## src/rtl/pvf_pkg.sv

```systemverilog
// Package for the prism volume core: field widths, datapath widths,
// the control word of the shared multiply-accumulate unit, divider constants.
// No dependencies.
package pvf_pkg;

   // Transfer fields
   localparam int CornerW = 2;
   localparam int CoordW  = 18;
   localparam int VolW    = 63;

   // Corner codes
   localparam logic [CornerW-1:0] CornerZero = 2'd0;
   localparam logic [CornerW-1:0] CornerOne  = 2'd1;
   localparam logic [CornerW-1:0] CornerLast = 2'd2;
   localparam logic [CornerW-1:0] CornerNone = 2'd3;

   // Datapath widths
   localparam int DiffW = CoordW + 1;  // difference of two coordinates
   localparam int SumW  = CoordW + 2;  // S1, D1, S2, D2
   localparam int S3W   = SumW + 2;    // 3 * S1
   localparam int HW    = CoordW + 3;  // height vector H
   localparam int OpW   = 25;          // multiplier operand
   localparam int ProdW = 2 * OpW;     // multiplier product
   localparam int TW    = 44;          // 3 (S1 x S2) + D1 x D2, one component
   localparam int TLoW  = 22;          // low slice of T taken unsigned
   localparam int THiW  = TW - TLoW;   // high slice of T, signed
   localparam int NumW  = 64;          // triple product numerator

   // Divide by 72 = divide by 8 (shift) then by 9 (one byte a step)
   localparam int DigitW    = 8;
   localparam int DivSteps  = NumW / DigitW;
   localparam int Rem9W     = 4;
   localparam int Div8W     = 3;
   localparam int StepW     = Rem9W + DigitW;          // partial remainder
   localparam int RecipW    = 13;
   localparam int RecipSh   = 16;
   localparam logic [RecipW-1:0] Recip9 = 13'd7282;    // ceil(2^16 / 9)
   localparam int Rem72W    = Rem9W + Div8W;
   localparam logic [Rem72W-1:0] RoundHalf = 7'd36;
   localparam int DivCntW   = 4;

   typedef logic signed [CoordW-1:0] coord_type;

   // Control word that travels with one product through the shared unit
   typedef struct packed {
      logic issue;     // a product is being formed this cycle
      logic load;      // start a new sum instead of adding
      logic to_num;    // add into the numerator, else into T
      logic negate;    // subtract the product
      logic shift_hi;  // product carries weight 2^TLoW
   } mac_ctl_type;

endpackage

```

## src/rtl/pvf_ifs.sv

```systemverilog
// Valid/ready channel interfaces of the prism volume core.
// Depends on pvf_pkg.
interface pvf_req_if;
   logic                           valid;
   logic                           ready;
   logic [pvf_pkg::CornerW-1:0]    corner;
   logic signed [pvf_pkg::CoordW-1:0] white_x;
   logic signed [pvf_pkg::CoordW-1:0] white_y;
   logic signed [pvf_pkg::CoordW-1:0] white_z;
   logic signed [pvf_pkg::CoordW-1:0] gray_x;
   logic signed [pvf_pkg::CoordW-1:0] gray_y;
   logic signed [pvf_pkg::CoordW-1:0] gray_z;

   modport source (output valid, corner, white_x, white_y, white_z,
                   gray_x, gray_y, gray_z, input ready);
   modport sink   (input valid, corner, white_x, white_y, white_z,
                   gray_x, gray_y, gray_z, output ready);
endinterface

interface pvf_rsp_if;
   logic                            valid;
   logic                            ready;
   logic signed [pvf_pkg::VolW-1:0] volume;
   logic                            was_clamped;

   modport source (output valid, volume, was_clamped, input ready);
   modport sink   (input valid, volume, was_clamped, output ready);
endinterface

```

## src/rtl/prism_volume_fixed_point_core.sv

```systemverilog
// Prism volume core, top level: corner store, sequencer around the shared
// multiply-accumulate unit, divide-by-72, result register and CSR port.
// Depends on pvf_pkg, pvf_ifs (pvf_req_if, pvf_rsp_if), pvf_mac, pvf_div72.
//
//   channel | direction | handshake           | carries
//   --------+-----------+---------------------+------------------------------------
//   req_ch  | in        | valid/ready         | corner, white_x..z, gray_x..z
//   rsp_ch  | out       | valid/ready         | volume, was_clamped
//   csr_*   | in/out    | APB, pready tied 1  | clamp_negative at byte address 0
//
// Corners 0, 1 and 3 leave the sequencer idle; ready stays high for them.
// After a corner-2 transfer ready stays low for these steps: three component passes
// on the shared multiplier, each over the slots S1, S2, D1, D2, Gap, Lo and Hi; a
// flush state; a divider start state; the divider byte steps and rounding step;
// and the load of the result register. The multiplier sets the pace.
// Reset is synchronous and clears the corner store, clamp register and control.
// A stalled result holds in the output register; a new corner-2 computation
// waits for it before it writes its own result.
module prism_volume_fixed_point_core (
   input  logic                  clock,
   input  logic                  reset,
   pvf_req_if.sink               req_ch,
   pvf_rsp_if.source             rsp_ch,
   input  logic                  csr_psel,
   input  logic                  csr_penable,
   input  logic                  csr_pwrite,
   input  logic [2:0]            csr_paddr,
   input  logic [31:0]           csr_pwdata,
   output logic [31:0]           csr_prdata,
   output logic                  csr_pready
);
   import pvf_pkg::*;

   // Sequencer states
   localparam logic [2:0] StIdle  = 3'd0;
   localparam logic [2:0] StMul   = 3'd1;
   localparam logic [2:0] StFlush = 3'd2;
   localparam logic [2:0] StStart = 3'd3;
   localparam logic [2:0] StWait  = 3'd4;

   // Slots within one component pass on the multiplier
   localparam logic [2:0] SlotS1  = 3'd0;  // +3S1[i] * S2[j]
   localparam logic [2:0] SlotS2  = 3'd1;  // -3S1[j] * S2[i]
   localparam logic [2:0] SlotD1  = 3'd2;  // +D1[i] * D2[j]
   localparam logic [2:0] SlotD2  = 3'd3;  // -D1[j] * D2[i]
   localparam logic [2:0] SlotGap = 3'd4;  // let T settle
   localparam logic [2:0] SlotLo  = 3'd5;  // +H[k] * T[low]
   localparam logic [2:0] SlotHi  = 3'd6;  // +H[k] * T[high] << TLoW

   localparam logic [1:0] LastComp = 2'd2;

   // CSR map
   localparam logic RegClamp = 1'b0;

   logic [2:0] state_ff, state_in;
   logic [2:0] slot_ff, slot_in;
   logic [1:0] comp_ff, comp_in;
   logic       clamp_ff, clamp_in;

   // Corner store: white and gray points of corners 0 and 1
   coord_type w_st_ff [2][3];
   coord_type g_st_ff [2][3];

   // Operand vectors; slot 0 is always the component being worked on
   logic signed [S3W-1:0]  s13_ff [3];
   logic signed [SumW-1:0] s2_ff  [3];
   logic signed [SumW-1:0] d1_ff  [3];
   logic signed [SumW-1:0] d2_ff  [3];
   logic signed [HW-1:0]   h_ff   [3];

   logic signed [VolW-1:0] vol_ff, vol_in;
   logic                   clmp_ff, clmp_in;
   logic                   rvalid_ff, rvalid_in;

   coord_type              wn [3];
   coord_type              gn [3];
   logic signed [S3W-1:0]  s13_new [3];
   logic signed [SumW-1:0] s2_new  [3];
   logic signed [SumW-1:0] d1_new  [3];
   logic signed [SumW-1:0] d2_new  [3];
   logic signed [HW-1:0]   h_new   [3];

   logic                   req_xfer;
   logic                   rsp_free;
   logic                   csr_wr;

   mac_ctl_type            mac_ctl;
   logic signed [OpW-1:0]  op_a;
   logic signed [OpW-1:0]  op_b;
   logic signed [TW-1:0]   t_acc;
   logic signed [NumW-1:0] num_acc;

   logic                   div_start;
   logic signed [VolW-1:0] div_vol;
   logic                   div_done;
   logic                   take_result;

   assign req_ch.ready = (state_ff == StIdle);
   assign req_xfer     = req_ch.valid && req_ch.ready;
   assign rsp_free     = !rvalid_ff || rsp_ch.ready;

   // ---------------------------------------------------------------------
   // CSR port: zero-wait writes, register 0 holds clamp_negative
   // ---------------------------------------------------------------------
   assign csr_pready = 1'b1;
   assign csr_wr     = csr_psel && csr_penable && csr_pwrite && csr_pready;

   always_comb begin
      clamp_in = clamp_ff;
      if (csr_wr && csr_paddr[2] == RegClamp) begin
         clamp_in = csr_pwdata[0];
      end
      csr_prdata = (csr_paddr[2] == RegClamp) ? {31'd0, clamp_ff} : 32'd0;
   end

   // ---------------------------------------------------------------------
   // Edge vectors of the wedge, formed in the transfer cycle of corner 2
   // ---------------------------------------------------------------------
   always_comb begin
      logic signed [DiffW-1:0] a_v, b_v, c_v, e_v;
      logic signed [SumW-1:0]  s1_v;
      logic signed [HW-1:0]    gsum, wsum;
      wn[0] = req_ch.white_x;
      wn[1] = req_ch.white_y;
      wn[2] = req_ch.white_z;
      gn[0] = req_ch.gray_x;
      gn[1] = req_ch.gray_y;
      gn[2] = req_ch.gray_z;
      for (int k = 0; k < 3; k++) begin
         a_v  = DiffW'(w_st_ff[1][k]) - DiffW'(w_st_ff[0][k]);
         b_v  = DiffW'(g_st_ff[1][k]) - DiffW'(g_st_ff[0][k]);
         c_v  = DiffW'(wn[k]) - DiffW'(w_st_ff[0][k]);
         e_v  = DiffW'(gn[k]) - DiffW'(g_st_ff[0][k]);
         s1_v = SumW'(a_v) + SumW'(b_v);
         s13_new[k] = S3W'(s1_v) + {s1_v[SumW-1], s1_v, 1'b0};
         d1_new[k]  = SumW'(b_v) - SumW'(a_v);
         s2_new[k]  = SumW'(c_v) + SumW'(e_v);
         d2_new[k]  = SumW'(e_v) - SumW'(c_v);
         gsum = HW'(g_st_ff[0][k]) + HW'(g_st_ff[1][k]) + HW'(gn[k]);
         wsum = HW'(w_st_ff[0][k]) + HW'(w_st_ff[1][k]) + HW'(wn[k]);
         h_new[k] = gsum - wsum;
      end
   end

   // ---------------------------------------------------------------------
   // Sequencer: per component k (always in slot 0 after rotation),
   // T = 3 (S1 x S2)[k] + (D1 x D2)[k], then numerator += H[k] * T
   // ---------------------------------------------------------------------
   always_comb begin
      mac_ctl = '0;
      op_a    = '0;
      op_b    = '0;
      if (state_ff == StMul) begin
         unique case (slot_ff)
            SlotS1: begin
               mac_ctl.issue = 1'b1;
               mac_ctl.load  = 1'b1;
               op_a = OpW'(s13_ff[1]);
               op_b = OpW'(s2_ff[2]);
            end
            SlotS2: begin
               mac_ctl.issue  = 1'b1;
               mac_ctl.negate = 1'b1;
               op_a = OpW'(s13_ff[2]);
               op_b = OpW'(s2_ff[1]);
            end
            SlotD1: begin
               mac_ctl.issue = 1'b1;
               op_a = OpW'(d1_ff[1]);
               op_b = OpW'(d2_ff[2]);
            end
            SlotD2: begin
               mac_ctl.issue  = 1'b1;
               mac_ctl.negate = 1'b1;
               op_a = OpW'(d1_ff[2]);
               op_b = OpW'(d2_ff[1]);
            end
            SlotGap: begin
               mac_ctl = '0;
            end
            SlotLo: begin
               mac_ctl.issue  = 1'b1;
               mac_ctl.to_num = 1'b1;
               mac_ctl.load   = (comp_ff == 2'd0);
               op_a = OpW'(h_ff[0]);
               op_b = $signed({{(OpW-TLoW){1'b0}}, t_acc[TLoW-1:0]});
            end
            SlotHi: begin
               mac_ctl.issue    = 1'b1;
               mac_ctl.to_num   = 1'b1;
               mac_ctl.shift_hi = 1'b1;
               op_a = OpW'(h_ff[0]);
               op_b = OpW'($signed(t_acc[TW-1:TLoW]));
            end
            default: begin
               mac_ctl = '0;
            end
         endcase
      end
   end

   assign div_start   = (state_ff == StStart);
   assign take_result = (state_ff == StWait) && div_done && rsp_free;

   always_comb begin
      state_in = state_ff;
      slot_in  = slot_ff;
      comp_in  = comp_ff;
      unique case (state_ff)
         StIdle: begin
            if (req_xfer && req_ch.corner == CornerLast) begin
               state_in = StMul;
               slot_in  = SlotS1;
               comp_in  = '0;
            end
         end
         StMul: begin
            if (slot_ff == SlotHi) begin
               slot_in = SlotS1;
               comp_in = comp_ff + 2'd1;
               if (comp_ff == LastComp) begin
                  state_in = StFlush;
               end
            end else begin
               slot_in = slot_ff + 3'd1;
            end
         end
         StFlush: begin
            state_in = StStart;
         end
         StStart: begin
            state_in = StWait;
         end
         StWait: begin
            if (take_result) begin
               state_in = StIdle;
            end
         end
         default: begin
            state_in = StIdle;
         end
      endcase
   end

   // ---------------------------------------------------------------------
   // Result register: hold until the transfer completes
   // ---------------------------------------------------------------------
   always_comb begin
      rvalid_in = rvalid_ff;
      vol_in    = vol_ff;
      clmp_in   = clmp_ff;
      if (rvalid_ff && rsp_ch.ready) begin
         rvalid_in = 1'b0;
      end
      if (take_result) begin
         // A rounded zero carries no sign bit, so it is never flagged
         rvalid_in = 1'b1;
         clmp_in   = clamp_ff && div_vol[VolW-1];
         vol_in    = (clamp_ff && div_vol[VolW-1]) ? '0 : div_vol;
      end
   end

   assign rsp_ch.valid       = rvalid_ff;
   assign rsp_ch.volume      = vol_ff;
   assign rsp_ch.was_clamped = clmp_ff;

   // ---------------------------------------------------------------------
   // Registers
   // ---------------------------------------------------------------------
   always_ff @(posedge clock) begin
      if (reset) begin
         state_ff  <= StIdle;
         slot_ff   <= SlotS1;
         comp_ff   <= '0;
         clamp_ff  <= 1'b0;
         rvalid_ff <= 1'b0;
      end else begin
         state_ff  <= state_in;
         slot_ff   <= slot_in;
         comp_ff   <= comp_in;
         clamp_ff  <= clamp_in;
         rvalid_ff <= rvalid_in;
      end
      vol_ff  <= vol_in;
      clmp_ff <= clmp_in;
   end

   // Corner store: written by corners 0 and 1, cleared by reset
   always_ff @(posedge clock) begin
      if (reset) begin
         for (int i = 0; i < 2; i++) begin
            for (int k = 0; k < 3; k++) begin
               w_st_ff[i][k] <= '0;
               g_st_ff[i][k] <= '0;
            end
         end
      end else if (req_xfer &&
                   (req_ch.corner == CornerZero || req_ch.corner == CornerOne)) begin
         for (int k = 0; k < 3; k++) begin
            w_st_ff[req_ch.corner[0]][k] <= wn[k];
            g_st_ff[req_ch.corner[0]][k] <= gn[k];
         end
      end
   end

   // Operand vectors: load on corner 2, rotate after each component
   always_ff @(posedge clock) begin
      if (req_xfer && req_ch.corner == CornerLast) begin
         for (int k = 0; k < 3; k++) begin
            s13_ff[k] <= s13_new[k];
            s2_ff[k]  <= s2_new[k];
            d1_ff[k]  <= d1_new[k];
            d2_ff[k]  <= d2_new[k];
            h_ff[k]   <= h_new[k];
         end
      end else if (state_ff == StMul && slot_ff == SlotHi) begin
         for (int k = 0; k < 3; k++) begin
            s13_ff[k] <= s13_ff[(k + 1) % 3];
            s2_ff[k]  <= s2_ff[(k + 1) % 3];
            d1_ff[k]  <= d1_ff[(k + 1) % 3];
            d2_ff[k]  <= d2_ff[(k + 1) % 3];
            h_ff[k]   <= h_ff[(k + 1) % 3];
         end
      end
   end

   // ---------------------------------------------------------------------
   // Shared arithmetic
   // ---------------------------------------------------------------------
   pvf_mac u_mac (
      .clock   (clock),
      .reset   (reset),
      .ctl     (mac_ctl),
      .op_a    (op_a),
      .op_b    (op_b),
      .t_acc   (t_acc),
      .num_acc (num_acc)
   );

   pvf_div72 u_div (
      .clock (clock),
      .reset (reset),
      .start (div_start),
      .num   (num_acc),
      .vol   (div_vol),
      .done  (div_done)
   );

endmodule

```

## src/rtl/pvf_mac.sv

```systemverilog
// Shared multiply-accumulate unit: one registered signed multiplier feeding
// two accumulators (T component and triple-product numerator).
// Depends on pvf_pkg.
module pvf_mac (
   input  logic                              clock,
   input  logic                              reset,
   input  pvf_pkg::mac_ctl_type              ctl,
   input  logic signed [pvf_pkg::OpW-1:0]    op_a,
   input  logic signed [pvf_pkg::OpW-1:0]    op_b,
   output logic signed [pvf_pkg::TW-1:0]     t_acc,
   output logic signed [pvf_pkg::NumW-1:0]   num_acc
);
   import pvf_pkg::*;

   logic signed [ProdW-1:0] prod_ff, prod_in;
   mac_ctl_type             pctl_ff, pctl_in;
   logic signed [TW-1:0]    t_ff, t_in;
   logic signed [NumW-1:0]  num_ff, num_in;
   logic signed [ProdW-1:0] addend;
   logic signed [NumW-1:0]  num_add;
   logic signed [NumW-1:0]  num_base;
   logic signed [TW-1:0]    t_base;

   always_comb begin
      prod_in = op_a * op_b;
      pctl_in = ctl;
   end

   always_comb begin
      addend   = pctl_ff.negate ? -prod_ff : prod_ff;
      num_add  = pctl_ff.shift_hi ? {addend[NumW-TLoW-1:0], {TLoW{1'b0}}}
                                  : NumW'(addend);
      t_base   = pctl_ff.load ? '0 : t_ff;
      num_base = pctl_ff.load ? '0 : num_ff;
      t_in     = t_ff;
      num_in   = num_ff;
      if (pctl_ff.issue && pctl_ff.to_num) begin
         num_in = num_base + num_add;
      end else if (pctl_ff.issue) begin
         t_in = t_base + $signed(addend[TW-1:0]);
      end
   end

   always_ff @(posedge clock) begin
      if (reset) begin
         pctl_ff <= '0;
      end else begin
         pctl_ff <= pctl_in;
      end
      prod_ff <= prod_in;
      t_ff    <= t_in;
      num_ff  <= num_in;
   end

   assign t_acc   = t_ff;
   assign num_acc = num_ff;

endmodule

```

## src/rtl/pvf_div72.sv

```systemverilog
// Divide-by-72 sequencer: round to nearest (ties away from zero) of a signed
// 64-bit numerator, one byte of quotient per cycle, then a rounding step.
// Depends on pvf_pkg.
module pvf_div72 (
   input  logic                             clock,
   input  logic                             reset,
   input  logic                             start,
   input  logic signed [pvf_pkg::NumW-1:0]  num,
   output logic signed [pvf_pkg::VolW-1:0]  vol,
   output logic                             done
);
   import pvf_pkg::*;

   logic                   busy_ff, busy_in;
   logic                   done_ff, done_in;
   logic [DivCntW-1:0]     cnt_ff, cnt_in;
   logic                   neg_ff, neg_in;
   logic [NumW-1:0]        dvd_ff, dvd_in;
   logic [Rem9W-1:0]       rem_ff, rem_in;
   logic [Div8W-1:0]       r3_ff, r3_in;
   logic signed [VolW-1:0] vol_ff, vol_in;

   logic [NumW-1:0]        mag;
   logic [StepW-1:0]       part;
   logic [StepW+RecipW-1:0] recip;
   logic [DigitW-1:0]      digit;
   logic [StepW-1:0]       back;
   logic [StepW-1:0]       left;
   logic [Rem72W-1:0]      rem72;
   logic                   inc;
   logic [VolW-1:0]        quo;

   always_comb begin
      mag   = num[NumW-1] ? (~num + NumW'(1)) : num;
      // Partial remainder below 9 * 256; reciprocal product is exact here
      part  = {rem_ff, dvd_ff[NumW-1 -: DigitW]};
      recip = part * Recip9;
      digit = recip[RecipSh +: DigitW];
      back  = {1'b0, digit, 3'b000} + StepW'(digit);
      left  = part - back;
      rem72 = {rem_ff, r3_ff};
      inc   = rem72 >= RoundHalf;
      quo   = dvd_ff[VolW-1:0];
   end

   always_comb begin
      busy_in = busy_ff;
      done_in = done_ff;
      cnt_in  = cnt_ff;
      neg_in  = neg_ff;
      dvd_in  = dvd_ff;
      rem_in  = rem_ff;
      r3_in   = r3_ff;
      vol_in  = vol_ff;
      if (start) begin
         busy_in = 1'b1;
         done_in = 1'b0;
         cnt_in  = '0;
         neg_in  = num[NumW-1];
         dvd_in  = {{Div8W{1'b0}}, mag[NumW-1:Div8W]};
         r3_in   = mag[Div8W-1:0];
         rem_in  = '0;
      end else if (busy_ff && cnt_ff == DivCntW'(DivSteps)) begin
         // Round and apply the sign in one add: -(q+inc) = ~q + !inc
         busy_in = 1'b0;
         done_in = 1'b1;
         vol_in  = neg_ff ? $signed(~quo + VolW'(!inc)) : $signed(quo + VolW'(inc));
      end else if (busy_ff) begin
         cnt_in = cnt_ff + DivCntW'(1);
         dvd_in = {dvd_ff[NumW-DigitW-1:0], digit};
         rem_in = left[Rem9W-1:0];
      end
   end

   always_ff @(posedge clock) begin
      if (reset) begin
         busy_ff <= 1'b0;
         done_ff <= 1'b0;
         cnt_ff  <= '0;
      end else begin
         busy_ff <= busy_in;
         done_ff <= done_in;
         cnt_ff  <= cnt_in;
      end
      neg_ff <= neg_in;
      dvd_ff <= dvd_in;
      rem_ff <= rem_in;
      r3_ff  <= r3_in;
      vol_ff <= vol_in;
   end

   assign vol  = vol_ff;
   assign done = done_ff;

endmodule
```

## src/flat_wrapper.sv

```systemverilog
// flat-port wrapper written by rule: the top's interface ports become plain ports
module prism_volume_fixed_point_core_flat import pvf_pkg::*;
  (clock, reset, csr_psel, csr_penable, csr_pwrite, csr_paddr, csr_pwdata, csr_prdata, csr_pready, req_ch_valid, req_ch_corner, req_ch_white_x, req_ch_white_y, req_ch_white_z, req_ch_gray_x, req_ch_gray_y, req_ch_gray_z, req_ch_ready, rsp_ch_valid, rsp_ch_volume, rsp_ch_was_clamped, rsp_ch_ready);
  pvf_req_if req_ch_i ();
  pvf_rsp_if rsp_ch_i ();
  input  logic clock;
  input  logic reset;
  input  logic csr_psel;
  input  logic csr_penable;
  input  logic csr_pwrite;
  input  logic [2:0] csr_paddr;
  input  logic [31:0] csr_pwdata;
  output logic [31:0] csr_prdata;
  output logic csr_pready;
  input wire logic [$bits(req_ch_i.valid)-1:0] req_ch_valid;
  input wire logic [$bits(req_ch_i.corner)-1:0] req_ch_corner;
  input wire logic [$bits(req_ch_i.white_x)-1:0] req_ch_white_x;
  input wire logic [$bits(req_ch_i.white_y)-1:0] req_ch_white_y;
  input wire logic [$bits(req_ch_i.white_z)-1:0] req_ch_white_z;
  input wire logic [$bits(req_ch_i.gray_x)-1:0] req_ch_gray_x;
  input wire logic [$bits(req_ch_i.gray_y)-1:0] req_ch_gray_y;
  input wire logic [$bits(req_ch_i.gray_z)-1:0] req_ch_gray_z;
  output wire logic [$bits(req_ch_i.ready)-1:0] req_ch_ready;
  output wire logic [$bits(rsp_ch_i.valid)-1:0] rsp_ch_valid;
  output wire logic [$bits(rsp_ch_i.volume)-1:0] rsp_ch_volume;
  output wire logic [$bits(rsp_ch_i.was_clamped)-1:0] rsp_ch_was_clamped;
  input wire logic [$bits(rsp_ch_i.ready)-1:0] rsp_ch_ready;
  assign req_ch_i.valid = req_ch_valid;
  assign req_ch_i.corner = req_ch_corner;
  assign req_ch_i.white_x = req_ch_white_x;
  assign req_ch_i.white_y = req_ch_white_y;
  assign req_ch_i.white_z = req_ch_white_z;
  assign req_ch_i.gray_x = req_ch_gray_x;
  assign req_ch_i.gray_y = req_ch_gray_y;
  assign req_ch_i.gray_z = req_ch_gray_z;
  assign req_ch_ready = req_ch_i.ready;
  assign rsp_ch_valid = rsp_ch_i.valid;
  assign rsp_ch_volume = rsp_ch_i.volume;
  assign rsp_ch_was_clamped = rsp_ch_i.was_clamped;
  assign rsp_ch_i.ready = rsp_ch_ready;
  prism_volume_fixed_point_core u_core (.clock(clock), .reset(reset), .req_ch(req_ch_i), .rsp_ch(rsp_ch_i), .csr_psel(csr_psel), .csr_penable(csr_penable), .csr_pwrite(csr_pwrite), .csr_paddr(csr_paddr), .csr_pwdata(csr_pwdata), .csr_prdata(csr_prdata), .csr_pready(csr_pready));
endmodule
```

## config.mk

```make
export PLATFORM = sky130hd
export DESIGN_NAME = prism_volume_fixed_point_core_flat
export DESIGN_NICKNAME = d
export VERILOG_FILES = /design/src/rtl/pvf_pkg.sv /design/src/rtl/pvf_ifs.sv /design/src/rtl/prism_volume_fixed_point_core.sv /design/src/rtl/pvf_mac.sv /design/src/rtl/pvf_div72.sv /design/src/flat_wrapper.sv
export SDC_FILE = /design/constraint.sdc
export NUM_CORES = 2
export LEC_CHECK = 0
export BUFFER_PORTS_ARGS = -buffer_cell sky130_fd_sc_hd__buf_4
export CAP_MARGIN = 20
export CORE_ASPECT_RATIO = 1.25
export CORE_UTILIZATION = 70
export CTS_CLUSTER_DIAMETER = 30
export DETAILED_ROUTE_END_ITERATION = 12
export GPL_ROUTABILITY_DRIVEN = 1
export PLACE_DENSITY = 0.94
export SLEW_MARGIN = 25
export SYNTH_ARGS = -nofsm -noshare
export SYNTH_HDL_FRONTEND = slang
export SYNTH_SLANG_ARGS = --single-unit
```

## constraint.sdc

```tcl
create_clock -name clock -period 19.15 [get_ports clock]
set_clock_uncertainty 0.1 [all_clocks]
set_input_delay 0.9575 -clock clock [delete_from_list [all_inputs] [get_ports clock]]
set_output_delay 0.9575 -clock clock [all_outputs]
set_load 0.01 [all_outputs]
```

## Word level (Yosys, flattened, before mapping)

Memories as Yosys holds them, arrays and structs flattened.
Index checks and enable logic that the tools add are counted.

- Bits in writable memories: 525
- Output and inout bits: 99
- Memories kept: 7
- Register bits: 378
- Bits of input ports: 152

Memory list:

| memory | depth | bits a word | rd ports | clocked after memory_dff | write ports | line | text |
|---|---|---|---|---|---|---|---|
| u_core.g_st_ff | 2 | 54 | 2 | 0 | 2 | prism_volume_fixed_point_core.sv:62 | `coord_type g_st_ff [2][3];` |
| u_core.w_st_ff | 2 | 54 | 2 | 0 | 2 | prism_volume_fixed_point_core.sv:61 | `coord_type w_st_ff [2][3];` |
| u_core.s13_ff | 3 | 22 | 3 | 0 | 3 | prism_volume_fixed_point_core.sv:65 | `logic signed [S3W-1:0] s13_ff [3];` |
| u_core.h_ff | 3 | 21 | 3 | 0 | 3 | prism_volume_fixed_point_core.sv:69 | `logic signed [HW-1:0] h_ff [3];` |
| u_core.d1_ff | 3 | 20 | 3 | 0 | 3 | prism_volume_fixed_point_core.sv:67 | `logic signed [SumW-1:0] d1_ff [3];` |
| u_core.d2_ff | 3 | 20 | 3 | 0 | 3 | prism_volume_fixed_point_core.sv:68 | `logic signed [SumW-1:0] d2_ff [3];` |
| 1 more memories | - | - | - | - | - | - |  |

- Magnitude comparators: 1
- Equal/unequal tests: 18
- Multipliers: 2
- Add/sub/neg operators: 53
- Muxes and demuxes: 65
- Reduce and logical (&&, ||, !) cells: 39
- Bitwise operators: 22

Operators by type and width:

| cell | number |
|---|---|
| $sub 18x18->19 | 12 |
| $mux 64 | 3 |
| $mux 61 | 3 |
| $mux 20 | 9 |
| $pmux 25 s6 | 1 |
| $add 63x1->63 | 2 |
| $pmux 25 s5 | 1 |
| $add 19x18->20 | 6 |
| $add 19x19->20 | 6 |
| $sub 19x19->20 | 6 |
| $add 18x18->19 | 6 |
| $mux 54 | 2 |
| $reduce_or 54->1 | 2 |
| $add 20x21->22 | 3 |
| $mux 22 | 3 |
| $add 64x2->64 const B | 1 |
| $add 64x64->64 | 1 |
| $not 64->64 | 1 |
| $mux 21 | 3 |
| $mux 63 | 1 |
| $not 63->63 | 1 |
| $sub 21x21->21 | 3 |
| $mul 25x25->50 | 1 |
| $mux 25 | 2 |
| 39 further kinds | 121 |

## Longest topological paths before layout

- Depth after elaboration: 8
- Mapped depth: 37
- Depth with buffers taken out: 32

## Hierarchy

From an unflattened synthesis, not the netlist that was laid out.

- Cell total of the unflattened synthesis: 10,799
- Area total of the unflattened synthesis: 100,913.0 um^2

By module, submodules not included:

| module | seq. area each (um^2) | cells each | area each (um^2) | instances |
|---|---|---|---|---|
| prism_volume_fixed_point_core | 17,887.2 | 5,778 | 54,612.4 | 1 |
| pvf_mac | 4,344.2 | 3,883 | 35,238.8 | 1 |
| pvf_div72 | 4,103.9 | 1,138 | 11,061.9 | 1 |

## Least setup slack after synthesis

Ideal clock, no wire load.

- Path type: register -> register
- Start point: reg u_core.slot_ff[2]
- End point: mem u_core.d1_ff[0][0] (netlist name), enable pin
- Period minus slack after synthesis: 9,267 ps
- Library setup time: 685 ps
- Arrival time: 8,482 ps
- Stages on the path, launching flop included: 10
- Path slack: 9,883 ps
- Path buffers: 5
- Path through: dfxtp_1 clkbuf_1 inv_1 nor3b_1 clkbuf_1 buf_1 nand2_1 clkbuf_1 clkbuf_1 nand2_1

RTL lines:

| what | line | text |
|---|---|---|
| from (decl) | prism_volume_fixed_point_core.sv:56 | `logic [2:0] slot_ff, slot_in;` |
| from (signal assigned) | prism_volume_fixed_point_core.sv:273 | `slot_ff <= SlotS1;` |
| from (signal assigned) | prism_volume_fixed_point_core.sv:279 | `slot_ff <= slot_in;` |
| to (decl) | prism_volume_fixed_point_core.sv:67 |  |

## Worst setup path in the final report

- Start point: reg u_core.slot_ff[0]
- End point: reg u_core.u_mac.prod_ff[49]

- Word-level cells in the longest chain between the ends: 5
- Elaborated cells on any way between the ends: 12
- Those cells by class: mul: 1; eq/ne: 5; mux: 4; reduce/logical: 2

Ends and longest elaborated chain:

| what | line | text |
|---|---|---|
| $eq 3x3->1 | prism_volume_fixed_point_core.sv:154 | `unique case (slot_ff)` |
| $reduce_or 2->1 (no source line) | - |  |
| $pmux 25 s5 | prism_volume_fixed_point_core.sv:154 |  |
| $mux 25 | prism_volume_fixed_point_core.sv:153 | `if (state_ff == StMul) begin` |
| $mul 25x25->50 (*) | pvf_mac.sv:25 | `prod_in = op_a * op_b;` |
| via u_core.u_mac.prod_in[49] | pvf_mac.sv:15 | `logic signed [ProdW-1:0] prod_ff, prod_in;` |
| to (signal assigned) | pvf_mac.sv:50 | `prod_ff <= prod_in;` |
| to (decl) | pvf_mac.sv:15 |  |

Mark *: on every way through the listed nets, which the timed path passes. The rest lies on a longest branch.
A chain may end at the register's enable or synchronous reset.

==> results.ini <==
[critical_path]
cp_data_arrival_time_ns = 10.87
timing.critical_path.mode_cell = sky130_fd_sc_hd__fa_1
worst_path_largest_cell_delay_ns = 0.94
timing.critical_path.buf_inv = 7
setup.worst_path.class = flip-flop to flip-flop
timing.critical_path.to_type = flip-flop
critical_path_peak_fanout = 28
timing.critical_path.max_delay_family = adder cells
startpoint_type = flip-flop
critPathRequiredTime_ns = 19.78
critical-path-slowest-cell = sky130_fd_sc_hd__a21o_1

[synthesis]
syn_avg_cell_area_sq_um = 9.19
post-synth-top-area-cell = sky130_fd_sc_hd__edfxtp_1
yosys_warnings = 0
synthArstFlopShare_pct = 0
synth-edff-count = 825
synth_sequential_area_ratio_pct = 26.8
postSynth.topFlopCell = sky130_fd_sc_hd__edfxtp_1
yosys_register_bits = 903
syn-cell-area_sq_um = 98400
synth_top_area_share_pct = 25.2
most_area_consuming_cells_after_synthesis = sky130_fd_sc_hd__edfxtp_1 25%, sky130_fd_sc_hd__fa_1 16%, sky130_fd_sc_hd__ha_1 13%
synth.lib_cells_used.distinct = 84
postSynthCellCount = 10700

[clock_network]
cts.sinks = 903
clock-root-buffer = sky130_fd_sc_hd__clkbuf_16
cts_buffers = 198
tritoncts = built
clk_latency_ns = 0.87
hold_buffers = 0
cts.repair_timing.setup_buffer_count = 0
cts_max_path_buffers = 3
cts_resizes = 0
clk_pin_slew_ns = 0.05
h-tree-depth = 4

[route]
post_detailed_routing_wire_length_mm = 334
antenna_violating_nets_post_route = 0
avgViaCountPerCell = 6.54
wl_per_cell_microns = 25.9
drtPass1Iterations = 10
drc_errors = 0
detailroute.via_count = 84200
drt_iter0_drc = 9653

[timing]
period_share_pct = 53.4
unrepaired_setup_endpoints_after_global_routing = false
setup_total_negative_slack_ns = 0
final_hold_viol_count = 0
final_max_slew_viol_count = 0
slew_headroom_pct = 21.8
timing_worst_slew_pin_value_ns = 1.17
final.min_clock_period_ns = 10.23
fmaxAchievable_ghz = 0.0977
setup-violations-final = 0

[placed_design]
dpl.cell_count = 12500
post-dp-hpwl_mm = 251
gp_congestion = 1.01
port_buffers = 185

[layout]
final_core_utilization_pct = 78.3
final_cell_count_no_fill = 12900
nets = 12800
fraction_of_layout_instances_using_a_drive_strength_above_1_pct = 7.18
filler_cell_count = 9099
flow.area_growth_from_synthesis_pct = 10.9
layout.cells.most_common = sky130_fd_sc_hd__inv_1
most-common-layout-cells = 1235 x sky130_fd_sc_hd__inv_1, 1004 x sky130_fd_sc_hd__ha_1, 967 x sky130_fd_sc_hd__nand2_1

[global_route]
grt.overflow.total = 0
grt_antenna_before_repair = 22
grt_first_pass_wirelength_mm = 497
pin_count_of_the_biggest_net_entering_global_routing = 170
number_of_global_route_vias_before_repair = 85500
track_usage_pct = 46.7

[min_path]
hold_class = input pin to flip-flop

[power_and_ir_drop]
internal-power_uw = 8020
irDropWorstVdd_uv = 145
sw_frac_of_total_pct = 44.6
cellLeakagePower_uw = 0.0494
p_comb_share_pct = 54.4
p_seq_share_pct = 19.8
netSwitchingPower_uw = 6450
power.density_nw_per_um2 = 133
share_clk_of_total_power_pct = 25.8

[die]
floorplan.die.height_microns = 421
top_level_ports = 251
initial_utilization_pct = 70.6
floorplan.die_area_sq_um = 142000
core-area_sq_um = 139000
floorplan.rows = 153
die_x_microns = 337

[status]
status = complete, no violations

[job]
max_cap_viols = 0

[power groups by stage]
stage | Sequential [uW] | Combinational (uW) | Clock [uW]
2_1_floorplan | 2810 | 5140 | 0
3_3_place_gp | 2870 | 7250 | 0
3_5_place_dp | 2880 | 7490 | 0
4_1_cts | 2840 | 7620 | 3720
5_1_grt | 2870 | 8370 | 3810
6_report | 2860 | 7870 | 3730
[state kept, by name, summed over array words and instances (netlist names), 2 cells and up]
name,flops
u_core.comp_ff,2
u_core.d1_ff,60
u_core.d2_ff,60
u_core.g_st_ff,108
u_core.h_ff,63
u_core.rsp_ch.volume,63
u_core.s13_ff,66
u_core.s2_ff,60
u_core.slot_ff,3
u_core.state_ff,3
u_core.u_div.cnt_ff,4
u_core.u_div.dvd_ff,64
u_core.u_div.r3_ff,3
u_core.u_div.rem_ff,4
u_core.u_div.vol,63
u_core.u_mac.num_acc,64
u_core.u_mac.pctl_ff,5
u_core.u_mac.prod_ff,50
u_core.u_mac.t_acc,44
u_core.w_st_ff,108
[worst reg2reg max path: cells and delay by family, from the launching register on]
family	cells	cell delay [ns]
fa+ha+maj	8	4.00
simple gates	5	1.04
buf+inv	7	0.62
xor+xnor	1	0.14
flops	1	0.69
compound gates	9	3.52
[metrics by stage]
| stage | setup slack [ns] | area (sq um) | power (uW) | hold slack (ns) |
|---|---|---|---|---|
| 6_report | 8.92 | 109000 | 14500 | 0.238 |
| 4_1_cts | 9.21 | 109000 | 14200 | 0.221 |
| 3_5_place_dp | 9.30 | 102000 | 10400 | 0.364 |
| 5_1_grt | 8.69 | 109000 | 15000 | 0.280 |
| 3_3_place_gp | 9.49 | 102000 | 10100 | 0.349 |
| 2_1_floorplan | 9.88 | 98500 | 7950 | 0.344 |
[area by class of cell]
class	instances	area, sq um	share of cell area [%]
multi-input cells	8182	66200	60.7
flip-flops and latches	903	26300	24.1
clock buffers	226	5310	4.87
inverters	1237	4640	4.26
well taps	1860	2330	2.13
repair buffers	299	2280	2.09
clock inverters	151	1990	1.82
diodes	14	35.0	0.0321
[cells in the mapped netlist (61+ instances only)]
cell type                  number
sky130_fd_sc_hd__nor3_1       160
sky130_fd_sc_hd__a21oi_1      735
sky130_fd_sc_hd__xor2_1       362
sky130_fd_sc_hd__nand2_1      970
sky130_fd_sc_hd__clkbuf_1     370
sky130_fd_sc_hd__and2_1       208
sky130_fd_sc_hd__nand3_1      150
sky130_fd_sc_hd__and3_1       106
sky130_fd_sc_hd__o31ai_1       85
sky130_fd_sc_hd__a21o_1       291
sky130_fd_sc_hd__inv_1       1235
sky130_fd_sc_hd__dfxtp_1       78
sky130_fd_sc_hd__ha_1        1004
sky130_fd_sc_hd__nor2b_1      268
sky130_fd_sc_hd__a31oi_1       71
sky130_fd_sc_hd__nor2_1       861
sky130_fd_sc_hd__o21a_1        67
sky130_fd_sc_hd__o21bai_1      97
sky130_fd_sc_hd__a22oi_1       61
sky130_fd_sc_hd__edfxtp_1     825
sky130_fd_sc_hd__xnor2_1      511
sky130_fd_sc_hd__or3_1         83
sky130_fd_sc_hd__nand2b_1     101
sky130_fd_sc_hd__fa_1         780
sky130_fd_sc_hd__o21ai_0      518
[path summary, 6_finish.rpt]
kind / startpoint / endpoint / slack [ns] / depth (start not counted)
worst min register to register: u_core.comp_ff[0] / u_core.comp_ff[0] / 0.39 / 2
worst max-delay path: u_core.slot_ff[0] / u_core.u_mac.prod_ff[49] / 8.92 / 30
worst max register to register: u_core.slot_ff[0] / u_core.u_mac.prod_ff[49] / 8.92 / 30
worst min-delay path: csr_pwdata[0] / u_core.clamp_ff / 0.24 / 3
[kinds of logic after synthesis]
| group | synth area share [%] |
|---|---|
| simple gates | 14.9 |
| fa+ha+maj | 28.6 |
| flops | 26.8 |
| mux | 0.131 |
| buf+inv | 6.44 |
| xor+xnor | 7.77 |
| compound gates | 15.3 |
| other cells | 0.00763 |
[metal layers]
layer / GRT usage, % / up-vias / wire, microns
met1: 51.3 / 40500 / 109000
li1: - / 36800 / -
met4: 44.4 / 18 / 38600
met5: 0 / - / 133
met2: 73.5 / 5193 / 151000
met3: 11.4 / 1680 / 34600
No activity file was read; power rests on OpenSTA's default activity.
